**src/rtl/dhmc_pkg.sv**
```systemverilog
// Shared types, constants and helpers of the desk height move controller.
`timescale 1ns / 1ps

package dhmc_pkg;

    localparam logic [31:0] KEEP_AWAKE_MS = 32'd5000;
    localparam logic [31:0] KEY_REPEAT_MS = 32'd100;
    localparam logic signed [16:0] DEADBAND = 17'sd5;

    typedef enum logic [1:0] {
        REQ_POLL   = 2'd0,
        REQ_HEIGHT = 2'd1,
        REQ_MOVE   = 2'd2,
        REQ_STOP   = 2'd3
    } req_t;

    typedef enum logic [1:0] {
        DRV_NONE = 2'd0,
        DRV_UP   = 2'd1,
        DRV_DOWN = 2'd2
    } drive_t;

    typedef enum logic [2:0] {
        RES_NONE    = 3'd0,
        RES_REACHED = 3'd1,
        RES_TIMEOUT = 3'd2,
        RES_NOFB    = 3'd3,
        RES_STALL   = 3'd4
    } result_code_t;

    typedef enum logic [2:0] {
        CFG_MIN_HEIGHT       = 3'd0,
        CFG_MAX_HEIGHT       = 3'd1,
        CFG_TARGET_TOLERANCE = 3'd2,
        CFG_STOP_MARGIN      = 3'd3,
        CFG_STALL_EPSILON    = 3'd4,
        CFG_STALL_TIMEOUT    = 3'd5,
        CFG_MOVE_TIMEOUT     = 3'd6,
        CFG_HEIGHT_STALE     = 3'd7
    } cfg_index_t;

    typedef struct packed {
        logic [15:0] min_height;
        logic [15:0] max_height;
        logic [11:0] target_tolerance;
        logic [11:0] stop_margin;
        logic [11:0] stall_epsilon;
        logic [31:0] stall_timeout;
        logic [31:0] move_timeout;
        logic [30:0] height_stale;
    } cfg_t;

    typedef struct packed {
        req_t        req_type;
        logic [31:0] now_ms;
        logic [15:0] height_reading;
        logic        reading_numeric;
        logic [15:0] target_height;
    } item_t;

    typedef struct packed {
        drive_t       drive;
        logic         send_frame;
        logic         wake_line;
        logic         target_active;
        result_code_t move_result;
        drive_t       motion;
        logic         height_valid;
    } result_t;

    function automatic logic span_over(input logic [31:0] now, input logic [31:0] since,
                                       input logic [31:0] span);
        logic [31:0] diff;
        diff = now - since;
        return diff >= span;
    endfunction

    function automatic logic [15:0] abs_diff(input logic [15:0] a, input logic [15:0] b);
        return (a >= b) ? (a - b) : (b - a);
    endfunction

endpackage

```
**src/rtl/desk_height_move_controller.sv**
```systemverilog
// Top level of the desk height move controller.
`timescale 1ns / 1ps

// Usage:
// Requests enter on the s_ stream: s_tuser carries the request kind (poll, height report,
// move to target, stop), s_tdata the timestamp, height reading, numeric flag and target.
// Each request yields exactly one status word on the m_ stream: held keys, frame-sent
// flag, wake line, move-active flag, last move outcome, observed motion and height valid.
// Configuration registers are written through cfg_valid / cfg_index / cfg_data; cfg_ready
// is always high. Write them only while no request is in flight.
// A request accepted into the input register has its status word loaded into the result
// register once that register can advance, and shown on m_tvalid from then on.
// Throughput: one request per cycle while m_tready stays high, set by the state update,
// which is combinational between the input register and the result register.
// Reset (aresetn low, synchronous) clears all controller state, empties both registers
// and restores the configuration defaults.
// When the receiver stalls the result register holds; an empty input register still takes
// one more transaction, after which s_tready falls until m_tready returns.

module desk_height_move_controller (
    input  logic        aclk,
    input  logic        aresetn,
    input  logic        s_tvalid,
    output logic        s_tready,
    input  logic [71:0] s_tdata,  // now_ms, height_reading, reading_numeric, target_height
    input  logic [1:0]  s_tuser,  // req_type
    output logic        m_tvalid,
    input  logic        m_tready,
    output logic [15:0] m_tdata,  // drive, send_frame, wake_line, target_active,
                                  // move_result, motion, height_valid
    input  logic        cfg_valid,
    output logic        cfg_ready,
    input  logic [2:0]  cfg_index,
    input  logic [31:0] cfg_data
);

    dhmc_pkg::cfg_t    cfg;
    dhmc_pkg::item_t   s_item;
    dhmc_pkg::item_t   item;
    dhmc_pkg::result_t result;
    dhmc_pkg::result_t m_result;
    logic              item_valid;
    logic              advance;
    logic              fire;

    always_comb begin
        s_item.req_type        = dhmc_pkg::req_t'(s_tuser);
        s_item.now_ms          = s_tdata[31:0];
        s_item.height_reading  = s_tdata[47:32];
        s_item.reading_numeric = s_tdata[48];
        s_item.target_height   = s_tdata[64:49];
    end

    assign fire = item_valid && advance;

    dhmc_cfg_regs u_cfg (
        .aclk      (aclk),
        .aresetn   (aresetn),
        .cfg_valid (cfg_valid),
        .cfg_ready (cfg_ready),
        .cfg_index (cfg_index),
        .cfg_data  (cfg_data),
        .cfg       (cfg)
    );

    dhmc_in_stage u_in (
        .aclk       (aclk),
        .aresetn    (aresetn),
        .s_valid    (s_tvalid),
        .s_ready    (s_tready),
        .s_item     (s_item),
        .advance    (advance),
        .item_valid (item_valid),
        .item       (item)
    );

    dhmc_step u_step (
        .aclk    (aclk),
        .aresetn (aresetn),
        .fire    (fire),
        .item    (item),
        .cfg     (cfg),
        .result  (result)
    );

    dhmc_out_stage u_out (
        .aclk     (aclk),
        .aresetn  (aresetn),
        .fire     (fire),
        .result   (result),
        .advance  (advance),
        .m_valid  (m_tvalid),
        .m_ready  (m_tready),
        .m_result (m_result)
    );

    assign m_tdata = {5'd0, m_result.height_valid, m_result.motion, m_result.move_result,
                      m_result.target_active, m_result.wake_line, m_result.send_frame,
                      m_result.drive};

endmodule

```
**src/rtl/dhmc_cfg_regs.sv**
```systemverilog
// Configuration register bank of the desk height move controller.
`timescale 1ns / 1ps

module dhmc_cfg_regs (
    input  logic                aclk,
    input  logic                aresetn,
    input  logic                cfg_valid,
    output logic                cfg_ready,
    input  logic [2:0]          cfg_index,
    input  logic [31:0]         cfg_data,
    output dhmc_pkg::cfg_t      cfg
);

    dhmc_pkg::cfg_t cfg_reg;
    dhmc_pkg::cfg_t cfg_next;

    assign cfg_ready = 1'b1;
    assign cfg       = cfg_reg;

    always_comb begin
        cfg_next = cfg_reg;
        if (cfg_valid) begin
            unique case (dhmc_pkg::cfg_index_t'(cfg_index))
                dhmc_pkg::CFG_MIN_HEIGHT:       cfg_next.min_height = cfg_data[15:0];
                dhmc_pkg::CFG_MAX_HEIGHT:       cfg_next.max_height = cfg_data[15:0];
                dhmc_pkg::CFG_TARGET_TOLERANCE: cfg_next.target_tolerance = cfg_data[11:0];
                dhmc_pkg::CFG_STOP_MARGIN:      cfg_next.stop_margin = cfg_data[11:0];
                dhmc_pkg::CFG_STALL_EPSILON:    cfg_next.stall_epsilon = cfg_data[11:0];
                dhmc_pkg::CFG_STALL_TIMEOUT:    cfg_next.stall_timeout = cfg_data;
                dhmc_pkg::CFG_MOVE_TIMEOUT:     cfg_next.move_timeout = cfg_data;
                dhmc_pkg::CFG_HEIGHT_STALE:     cfg_next.height_stale = cfg_data[30:0];
                default:                        cfg_next = cfg_reg;
            endcase
        end
    end

    always_ff @(posedge aclk) begin
        if (!aresetn) begin
            cfg_reg.min_height       <= 16'd6200;
            cfg_reg.max_height       <= 16'd12800;
            cfg_reg.target_tolerance <= 12'd30;
            cfg_reg.stop_margin      <= 12'd100;
            cfg_reg.stall_epsilon    <= 12'd20;
            cfg_reg.stall_timeout    <= 32'd1500;
            cfg_reg.move_timeout     <= 32'd60000;
            cfg_reg.height_stale     <= 31'd1000;
        end else begin
            cfg_reg <= cfg_next;
        end
    end

endmodule

```
**src/rtl/dhmc_in_stage.sv**
```systemverilog
// Input register of the desk height move controller.
`timescale 1ns / 1ps

module dhmc_in_stage (
    input  logic                aclk,
    input  logic                aresetn,
    input  logic                s_valid,
    output logic                s_ready,
    input  dhmc_pkg::item_t     s_item,
    input  logic                advance,
    output logic                item_valid,
    output dhmc_pkg::item_t     item
);

    logic            valid_reg;
    logic            valid_next;
    dhmc_pkg::item_t item_reg;
    logic            load;

    assign s_ready    = !valid_reg || advance;
    assign load       = s_valid && s_ready;
    assign item_valid = valid_reg;
    assign item       = item_reg;

    always_comb begin
        if (load) begin
            valid_next = 1'b1;
        end else if (advance) begin
            valid_next = 1'b0;
        end else begin
            valid_next = valid_reg;
        end
    end

    always_ff @(posedge aclk) begin
        if (!aresetn) begin
            valid_reg <= 1'b0;
        end else begin
            valid_reg <= valid_next;
        end
    end

    always_ff @(posedge aclk) begin
        if (load) begin
            item_reg <= s_item;
        end
    end

endmodule

```
**src/rtl/dhmc_step.sv**
```systemverilog
// Controller state and the per-transaction update of the desk height move controller.
`timescale 1ns / 1ps

module dhmc_step (
    input  logic                aclk,
    input  logic                aresetn,
    input  logic                fire,
    input  dhmc_pkg::item_t     item,
    input  dhmc_pkg::cfg_t      cfg,
    output dhmc_pkg::result_t   result
);

    logic [15:0]            cur_height_reg, cur_height_next;
    logic                   cur_height_ok_reg, cur_height_ok_next;
    logic [31:0]            height_time_reg, height_time_next;
    dhmc_pkg::drive_t       motion_dir_reg, motion_dir_next;
    logic [15:0]            goal_height_reg, goal_height_next;
    logic                   moving_reg, moving_next;
    logic [31:0]            move_start_time_reg, move_start_time_next;
    logic [31:0]            stall_start_time_reg, stall_start_time_next;
    logic [15:0]            stall_ref_height_reg, stall_ref_height_next;
    dhmc_pkg::drive_t       held_drive_reg, held_drive_next;
    logic                   awake_flag_reg, awake_flag_next;
    logic [31:0]            awake_deadline_reg, awake_deadline_next;
    dhmc_pkg::drive_t       sent_drive_reg, sent_drive_next;
    logic [31:0]            last_send_time_reg, last_send_time_next;
    dhmc_pkg::result_code_t outcome_reg, outcome_next;

    logic                   send;
    logic                   finish;
    dhmc_pkg::result_code_t finish_code;
    logic [31:0]            wake_until;
    logic [31:0]            deadline_diff;
    logic [15:0]            goal_gap;
    logic signed [16:0]     hdelta;
    logic [15:0]            clamped;

    assign wake_until = item.now_ms + dhmc_pkg::KEEP_AWAKE_MS;

    always_comb begin
        cur_height_next       = cur_height_reg;
        cur_height_ok_next    = cur_height_ok_reg;
        height_time_next      = height_time_reg;
        motion_dir_next       = motion_dir_reg;
        goal_height_next      = goal_height_reg;
        moving_next           = moving_reg;
        move_start_time_next  = move_start_time_reg;
        stall_start_time_next = stall_start_time_reg;
        stall_ref_height_next = stall_ref_height_reg;
        held_drive_next       = held_drive_reg;
        awake_flag_next       = awake_flag_reg;
        awake_deadline_next   = awake_deadline_reg;
        sent_drive_next       = sent_drive_reg;
        last_send_time_next   = last_send_time_reg;
        outcome_next          = outcome_reg;
        send                  = 1'b0;
        finish                = 1'b0;
        finish_code           = dhmc_pkg::RES_NONE;
        goal_gap              = dhmc_pkg::abs_diff(goal_height_reg, cur_height_reg);
        hdelta                = $signed({1'b0, item.height_reading})
                                - $signed({1'b0, cur_height_reg});
        clamped               = item.target_height;
        deadline_diff         = 32'd0;

        unique case (item.req_type)
            dhmc_pkg::REQ_POLL: begin
                if (cur_height_ok_reg && dhmc_pkg::span_over(item.now_ms, height_time_reg,
                                                             {1'b0, cfg.height_stale})) begin
                    cur_height_ok_next = 1'b0;
                    motion_dir_next    = dhmc_pkg::DRV_NONE;
                end
                if (moving_reg) begin
                    awake_deadline_next = wake_until;
                    if (dhmc_pkg::span_over(item.now_ms, move_start_time_reg,
                                            cfg.move_timeout)) begin
                        finish      = 1'b1;
                        finish_code = dhmc_pkg::RES_TIMEOUT;
                    end else if (!cur_height_ok_next) begin
                        held_drive_next = dhmc_pkg::DRV_NONE;
                        if (dhmc_pkg::span_over(item.now_ms, move_start_time_reg,
                                                {cfg.height_stale, 1'b0})) begin
                            finish      = 1'b1;
                            finish_code = dhmc_pkg::RES_NOFB;
                        end
                    end else if (goal_gap <= {4'd0, cfg.target_tolerance}) begin
                        finish      = 1'b1;
                        finish_code = dhmc_pkg::RES_REACHED;
                    end else if (goal_gap <= {4'd0, cfg.stop_margin}) begin
                        held_drive_next = dhmc_pkg::DRV_NONE;
                        if (motion_dir_next == dhmc_pkg::DRV_NONE) begin
                            finish      = 1'b1;
                            finish_code = dhmc_pkg::RES_REACHED;
                        end
                    end else begin
                        held_drive_next = (goal_height_reg > cur_height_reg) ?
                                          dhmc_pkg::DRV_UP : dhmc_pkg::DRV_DOWN;
                        if (dhmc_pkg::abs_diff(cur_height_reg, stall_ref_height_reg)
                            > {4'd0, cfg.stall_epsilon}) begin
                            stall_ref_height_next = cur_height_reg;
                            stall_start_time_next = item.now_ms;
                        end else if (dhmc_pkg::span_over(item.now_ms, stall_start_time_reg,
                                                         cfg.stall_timeout)) begin
                            finish      = 1'b1;
                            finish_code = dhmc_pkg::RES_STALL;
                        end
                    end
                end
                if (finish) begin
                    moving_next         = 1'b0;
                    held_drive_next     = dhmc_pkg::DRV_NONE;
                    outcome_next        = finish_code;
                    awake_deadline_next = wake_until;
                end
                deadline_diff = item.now_ms - awake_deadline_next;
                if (awake_flag_reg && held_drive_next == dhmc_pkg::DRV_NONE && !moving_next
                    && !deadline_diff[31]) begin
                    awake_flag_next = 1'b0;
                end
                if (awake_flag_next && (held_drive_next != sent_drive_reg ||
                    dhmc_pkg::span_over(item.now_ms, last_send_time_reg,
                                        dhmc_pkg::KEY_REPEAT_MS))) begin
                    last_send_time_next = item.now_ms;
                    sent_drive_next     = held_drive_next;
                    send                = 1'b1;
                end
            end
            dhmc_pkg::REQ_HEIGHT: begin
                height_time_next = item.now_ms;
                if (item.reading_numeric) begin
                    cur_height_next    = item.height_reading;
                    cur_height_ok_next = 1'b1;
                    if (cur_height_ok_reg) begin
                        if (hdelta > dhmc_pkg::DEADBAND) begin
                            motion_dir_next = dhmc_pkg::DRV_UP;
                        end else if (hdelta < -dhmc_pkg::DEADBAND) begin
                            motion_dir_next = dhmc_pkg::DRV_DOWN;
                        end else begin
                            motion_dir_next = dhmc_pkg::DRV_NONE;
                        end
                    end
                end
            end
            dhmc_pkg::REQ_MOVE: begin
                if (clamped < cfg.min_height) begin
                    clamped = cfg.min_height;
                end
                if (clamped > cfg.max_height) begin
                    clamped = cfg.max_height;
                end
                if (!awake_flag_reg) begin
                    awake_flag_next     = 1'b1;
                    last_send_time_next = item.now_ms - dhmc_pkg::KEY_REPEAT_MS;
                end
                awake_deadline_next   = wake_until;
                goal_height_next      = clamped;
                moving_next           = 1'b1;
                outcome_next          = dhmc_pkg::RES_NONE;
                move_start_time_next  = item.now_ms;
                stall_start_time_next = item.now_ms;
                stall_ref_height_next = cur_height_reg;
                held_drive_next       = dhmc_pkg::DRV_NONE;
            end
            dhmc_pkg::REQ_STOP: begin
                held_drive_next     = dhmc_pkg::DRV_NONE;
                awake_deadline_next = wake_until;
                if (moving_reg) begin
                    moving_next  = 1'b0;
                    outcome_next = dhmc_pkg::RES_NONE;
                end
            end
            default: begin
                held_drive_next = held_drive_reg;
            end
        endcase
    end

    always_comb begin
        result.drive         = held_drive_next;
        result.send_frame    = send;
        result.wake_line     = awake_flag_next;
        result.target_active = moving_next;
        result.move_result   = outcome_next;
        result.motion        = motion_dir_next;
        result.height_valid  = cur_height_ok_next;
    end

    always_ff @(posedge aclk) begin
        if (!aresetn) begin
            cur_height_reg       <= 16'd0;
            cur_height_ok_reg    <= 1'b0;
            height_time_reg      <= 32'd0;
            motion_dir_reg       <= dhmc_pkg::DRV_NONE;
            goal_height_reg      <= 16'd0;
            moving_reg           <= 1'b0;
            move_start_time_reg  <= 32'd0;
            stall_start_time_reg <= 32'd0;
            stall_ref_height_reg <= 16'd0;
            held_drive_reg       <= dhmc_pkg::DRV_NONE;
            awake_flag_reg       <= 1'b0;
            awake_deadline_reg   <= 32'd0;
            sent_drive_reg       <= dhmc_pkg::DRV_NONE;
            last_send_time_reg   <= 32'd0;
            outcome_reg          <= dhmc_pkg::RES_NONE;
        end else if (fire) begin
            cur_height_reg       <= cur_height_next;
            cur_height_ok_reg    <= cur_height_ok_next;
            height_time_reg      <= height_time_next;
            motion_dir_reg       <= motion_dir_next;
            goal_height_reg      <= goal_height_next;
            moving_reg           <= moving_next;
            move_start_time_reg  <= move_start_time_next;
            stall_start_time_reg <= stall_start_time_next;
            stall_ref_height_reg <= stall_ref_height_next;
            held_drive_reg       <= held_drive_next;
            awake_flag_reg       <= awake_flag_next;
            awake_deadline_reg   <= awake_deadline_next;
            sent_drive_reg       <= sent_drive_next;
            last_send_time_reg   <= last_send_time_next;
            outcome_reg          <= outcome_next;
        end
    end

endmodule

```
**src/rtl/dhmc_out_stage.sv**
```systemverilog
// Result register of the desk height move controller.
`timescale 1ns / 1ps

module dhmc_out_stage (
    input  logic                aclk,
    input  logic                aresetn,
    input  logic                fire,
    input  dhmc_pkg::result_t   result,
    output logic                advance,
    output logic                m_valid,
    input  logic                m_ready,
    output dhmc_pkg::result_t   m_result
);

    logic              valid_reg;
    logic              valid_next;
    dhmc_pkg::result_t result_reg;

    assign advance  = !valid_reg || m_ready;
    assign m_valid  = valid_reg;
    assign m_result = result_reg;

    always_comb begin
        if (fire) begin
            valid_next = 1'b1;
        end else if (m_ready) begin
            valid_next = 1'b0;
        end else begin
            valid_next = valid_reg;
        end
    end

    always_ff @(posedge aclk) begin
        if (!aresetn) begin
            valid_reg <= 1'b0;
        end else begin
            valid_reg <= valid_next;
        end
    end

    always_ff @(posedge aclk) begin
        if (fire) begin
            result_reg <= result;
        end
    end

endmodule
```
**config.mk**
```make
export PLATFORM = sky130hd
export DESIGN_NAME = desk_height_move_controller
export DESIGN_NICKNAME = d
export VERILOG_FILES = /design/src/rtl/dhmc_pkg.sv /design/src/rtl/desk_height_move_controller.sv /design/src/rtl/dhmc_cfg_regs.sv /design/src/rtl/dhmc_in_stage.sv /design/src/rtl/dhmc_step.sv /design/src/rtl/dhmc_out_stage.sv
export SDC_FILE = /design/constraint.sdc
export NUM_CORES = 2
export LEC_CHECK = 0
export BUFFER_PORTS_ARGS = -buffer_cell sky130_fd_sc_hd__buf_2
export CORE_MARGIN = 5
export CORE_UTILIZATION = 56
export DETAILED_ROUTE_END_ITERATION = 8
export PLACE_DENSITY = 0.78
export SETUP_SLACK_MARGIN = 0.5
export SLEW_MARGIN = 20
export SYNTH_ARGS = -nofsm -noshare
export SYNTH_HDL_FRONTEND = slang
export SYNTH_SLANG_ARGS = --single-unit
```
**constraint.sdc**
```tcl
create_clock -name aclk -period 13.36 [get_ports aclk]
set_clock_uncertainty 0.15 [all_clocks]
set_input_delay 2.004 -clock aclk [delete_from_list [all_inputs] [get_ports aclk]]
set_output_delay 2.004 -clock aclk [all_outputs]
set_load 0.05 [all_outputs]
```
==> results.md <==
- # rows: 90
- Full die area: 0.06652 mm²
- Storage cell area: 0.01005 mm²
- DRC errors left: 0
- Max-Cap Viols: 0
- First-pass GRT wire length: 147000 µm
- Req. time, crit path: 13.76 ns
- Post_cts resized: 0
- Top-area cell type share of the netlist area: 22.39%
- Vias in the first global route: 28530
- Synth cell types: 93
- Area delta synth->final: 9.041%
- Leading cell type by number of instances after synthesis: nand2_1
- Vias per inst: 5.801
- Synth warnings: 0
- Syn Area/Cell: 8.000 µm²
- VDD IR max: 0.1104 mV
- Placed insts: 5056
- Synthesized area: 0.03442 mm²
- CTS buffer count: 54
- Largest net degree at the start of global routing: 153
- CTS root buffer: clkbuf_16
- Fin crit share: 70.48%
- Period minus WS final: 9.416 ns
- Chip height: 257.9 µm
- Crit-path slowest cell: o311ai_0
- Initial Utilization: 56.81%
- GRT Overall Usage: 26.71%
- Layout net count: 4883
- Flops & latches, synth: 463
- RSZ-0062 raised after global routing: false
- Switching Fraction: 30.75%
- Worst-path clk slew: 0.06 ns
- Sw Pwr: 1.230 mW
- Post-synth top cells: nand2_1, inv_1, ha_1
- Cells after Synth: 4302
- Buffers & Inverters on Critical Path: 2
- Clock net sink count: 463
- Final WL: 92620 µm
- Critical path fanouts, max: 29
- Slew @ Worst Pin: 1.107 ns
- Number of fill cells: 5368
- Worst Setup Start Kind: flop
- Post-synth EDFFs: 78
- Part of the Yosys area used for sequential elements: 29.20%
- Synth area leaders: dfxtp_1, ha_1, nand2_1
- Number of placed I/O pins: 133
- HP Class: reg2reg
- Flop pwr share: 37.2%
- H-tree Lvls: 2
- Non-filler cells, final: 5160
- Pint: 2.769 mW
- Data arrival, critical path: 9.82 ns
- Reg2Reg Depth: 31
- Post-DP HPWL: 68100 µm
- Setup TNS: 0 ns
- Crit. End Element: flop
- Hold path depth: 2
- Slew Limit Fails: 0
- Critical path class: reg2reg
- Area occupied by multi-input gates: 0.02195 mm²
- Combinational power share: 23.6%
- Initial DRC Count: 1999
- Max_slew headroom: 26.21%
- CTS tree: yes
- Worst skew pair latency: 0.63 ns
- Post-DR wirelength/cell: 17.95 µm
- Residual overflow from global routing: 0
- DRT Pass-1 Iters: 6
- DR vias: 29930
- Pwr dens: 106.5 mW/mm²
- Ys flop type: dfxtp_1
- CP Depth: 31
- Proportion of power drawn by the clock network: 39.1%
- Layout cells sized above 1: 7.448%
- Die width: 257.9 µm
- RD Place Congestion: 0.9327
- Hold Fails Final Rpt: 0
- Leading area contributor after synthesis: dfxtp_1
- Post-synth ARST share: 0%
- Clock Path Buffers: 3
- Top delay family on crit path: compound AO/OA/AOI/OAI gates
- Number of routed nets with antenna violations: 0
- Fmax: 0.1062 GHz
- Hold Buf Count CTS: 0
- Core ar.: 0.06058 mm²
- Endpoints failing setup: 0
- Port Buffers: 119
- Max reg flops: 163
- CP peak stage delay: 0.97 ns
- Placed cell area: 0.03561 mm²
- Leak: 15.50 nW
- Outcome: finished, final reports clean
- Antenna violations before repair: 3
- Postcts setup bufs: 0
- Final Cell Area: 0.03753 mm²
-- area by class of cell --
| cell class | instances | area share, % |
|---|---|---|
| Clock buffer | 79 | 4.341 |
| Multi-Input combinational cell | 3205 | 58.50 |
| Clock inverter | 23 | 0.7001 |
| Tap cell | 782 | 2.607 |
| Inverter | 434 | 4.341 |
| Timing Repair Buffer | 173 | 2.727 |
| Sequential cell | 463 | 26.78 |
| Antenna cell | 1 | 0.006668 |
-- logic make-up after synthesis --
| family | count (synthesis) | share of synthesized area, % |
|---|---|---|
| AND/OR/NAND/NOR | 1407 | 18.64 |
| AO/OA/AOI/OAI | 1075 | 21.33 |
| XOR/XNOR | 192 | 4.886 |
| adder cells (fa/ha/maj) | 438 | 16.12 |
| multiplexers | 87 | 2.567 |
| buffers and inverters | 638 | 7.234 |
| other | 2 | 0.02182 |
| flip-flops | 463 | 29.20 |
-- per-layer routing --
| metal | vias up | part of all wire (%) | track usage, % |
|---|---|---|---|
| li1 | 14880 | - | - |
| met1 | 13970 | 41 | 32.50 |
| met2 | 829 | 48 | 47.26 |
| met3 | 251 | 5.2 | 2.999 |
| met4 | 2 | 5.3 | 12.65 |
| met5 | - | 0.0076 | 0 |
-- power by group through the flow --
stage | logic [mW] | registers [mW] | clock network, mW
after floorplan | 0.686 | 1.52 | 0
after global placement | 0.901 | 1.52 | 0
after detailed placement | 0.926 | 1.52 | 0
after CTS | 0.934 | 1.49 | 1.59
after global routing | 1.05 | 1.49 | 1.64
final | 0.944 | 1.49 | 1.57
-- tightest hold or removal path, delay by kind of cell (launching register included) --
family        cells  cell delay, ns
flops             1            0.31
mux               1            0.05
simple gates      1            0.05
-- stage by stage --
stage	total power, mW	utilization (%)	setup WS (ns)	hold slack, ns
6_report	3.998	61.95	3.944	0.3064
5_1_grt	4.189	61.95	3.490	0.3318
4_1_cts	4.009	61.90	4.229	0.3098
3_5_place_dp	2.445	58.77	4.282	0.3015
3_3_place_gp	2.419	58.77	4.419	0.2943
2_1_floorplan	2.206	-	6.491	0.2847
-- path summary, 6_finish.rpt --
path / endpoint / slack, ns / start
worst min register to register: u_step.last_send_time_reg[23] / 0.31 / u_step.last_send_time_reg[23]
worst max-delay path: u_step.last_send_time_reg[25] / 3.94 / u_in.item[34]
worst max register to register: u_step.last_send_time_reg[25] / 3.94 / u_in.item[34]
worst min-delay path: u_step.last_send_time_reg[23] / 0.31 / u_step.last_send_time_reg[23]
-- layout by cell type (no fill, tap or decap), drive strengths merged, types with 65 or more instances in the layout --
cell	count
inv	440
a21oi	228
edfxtp	78
nor2	172
nand3	91
dfxtp	385
nand2	754
a21boi	231
ha	429
nand4	65
nor2b	75
buf	173
a21o	91
o211ai	73
xnor2	122
xor2	70
mux2i	80
o21ai	170
nor3	65
clkbuf	79
No activity file was read; power rests on OpenSTA's default activity.
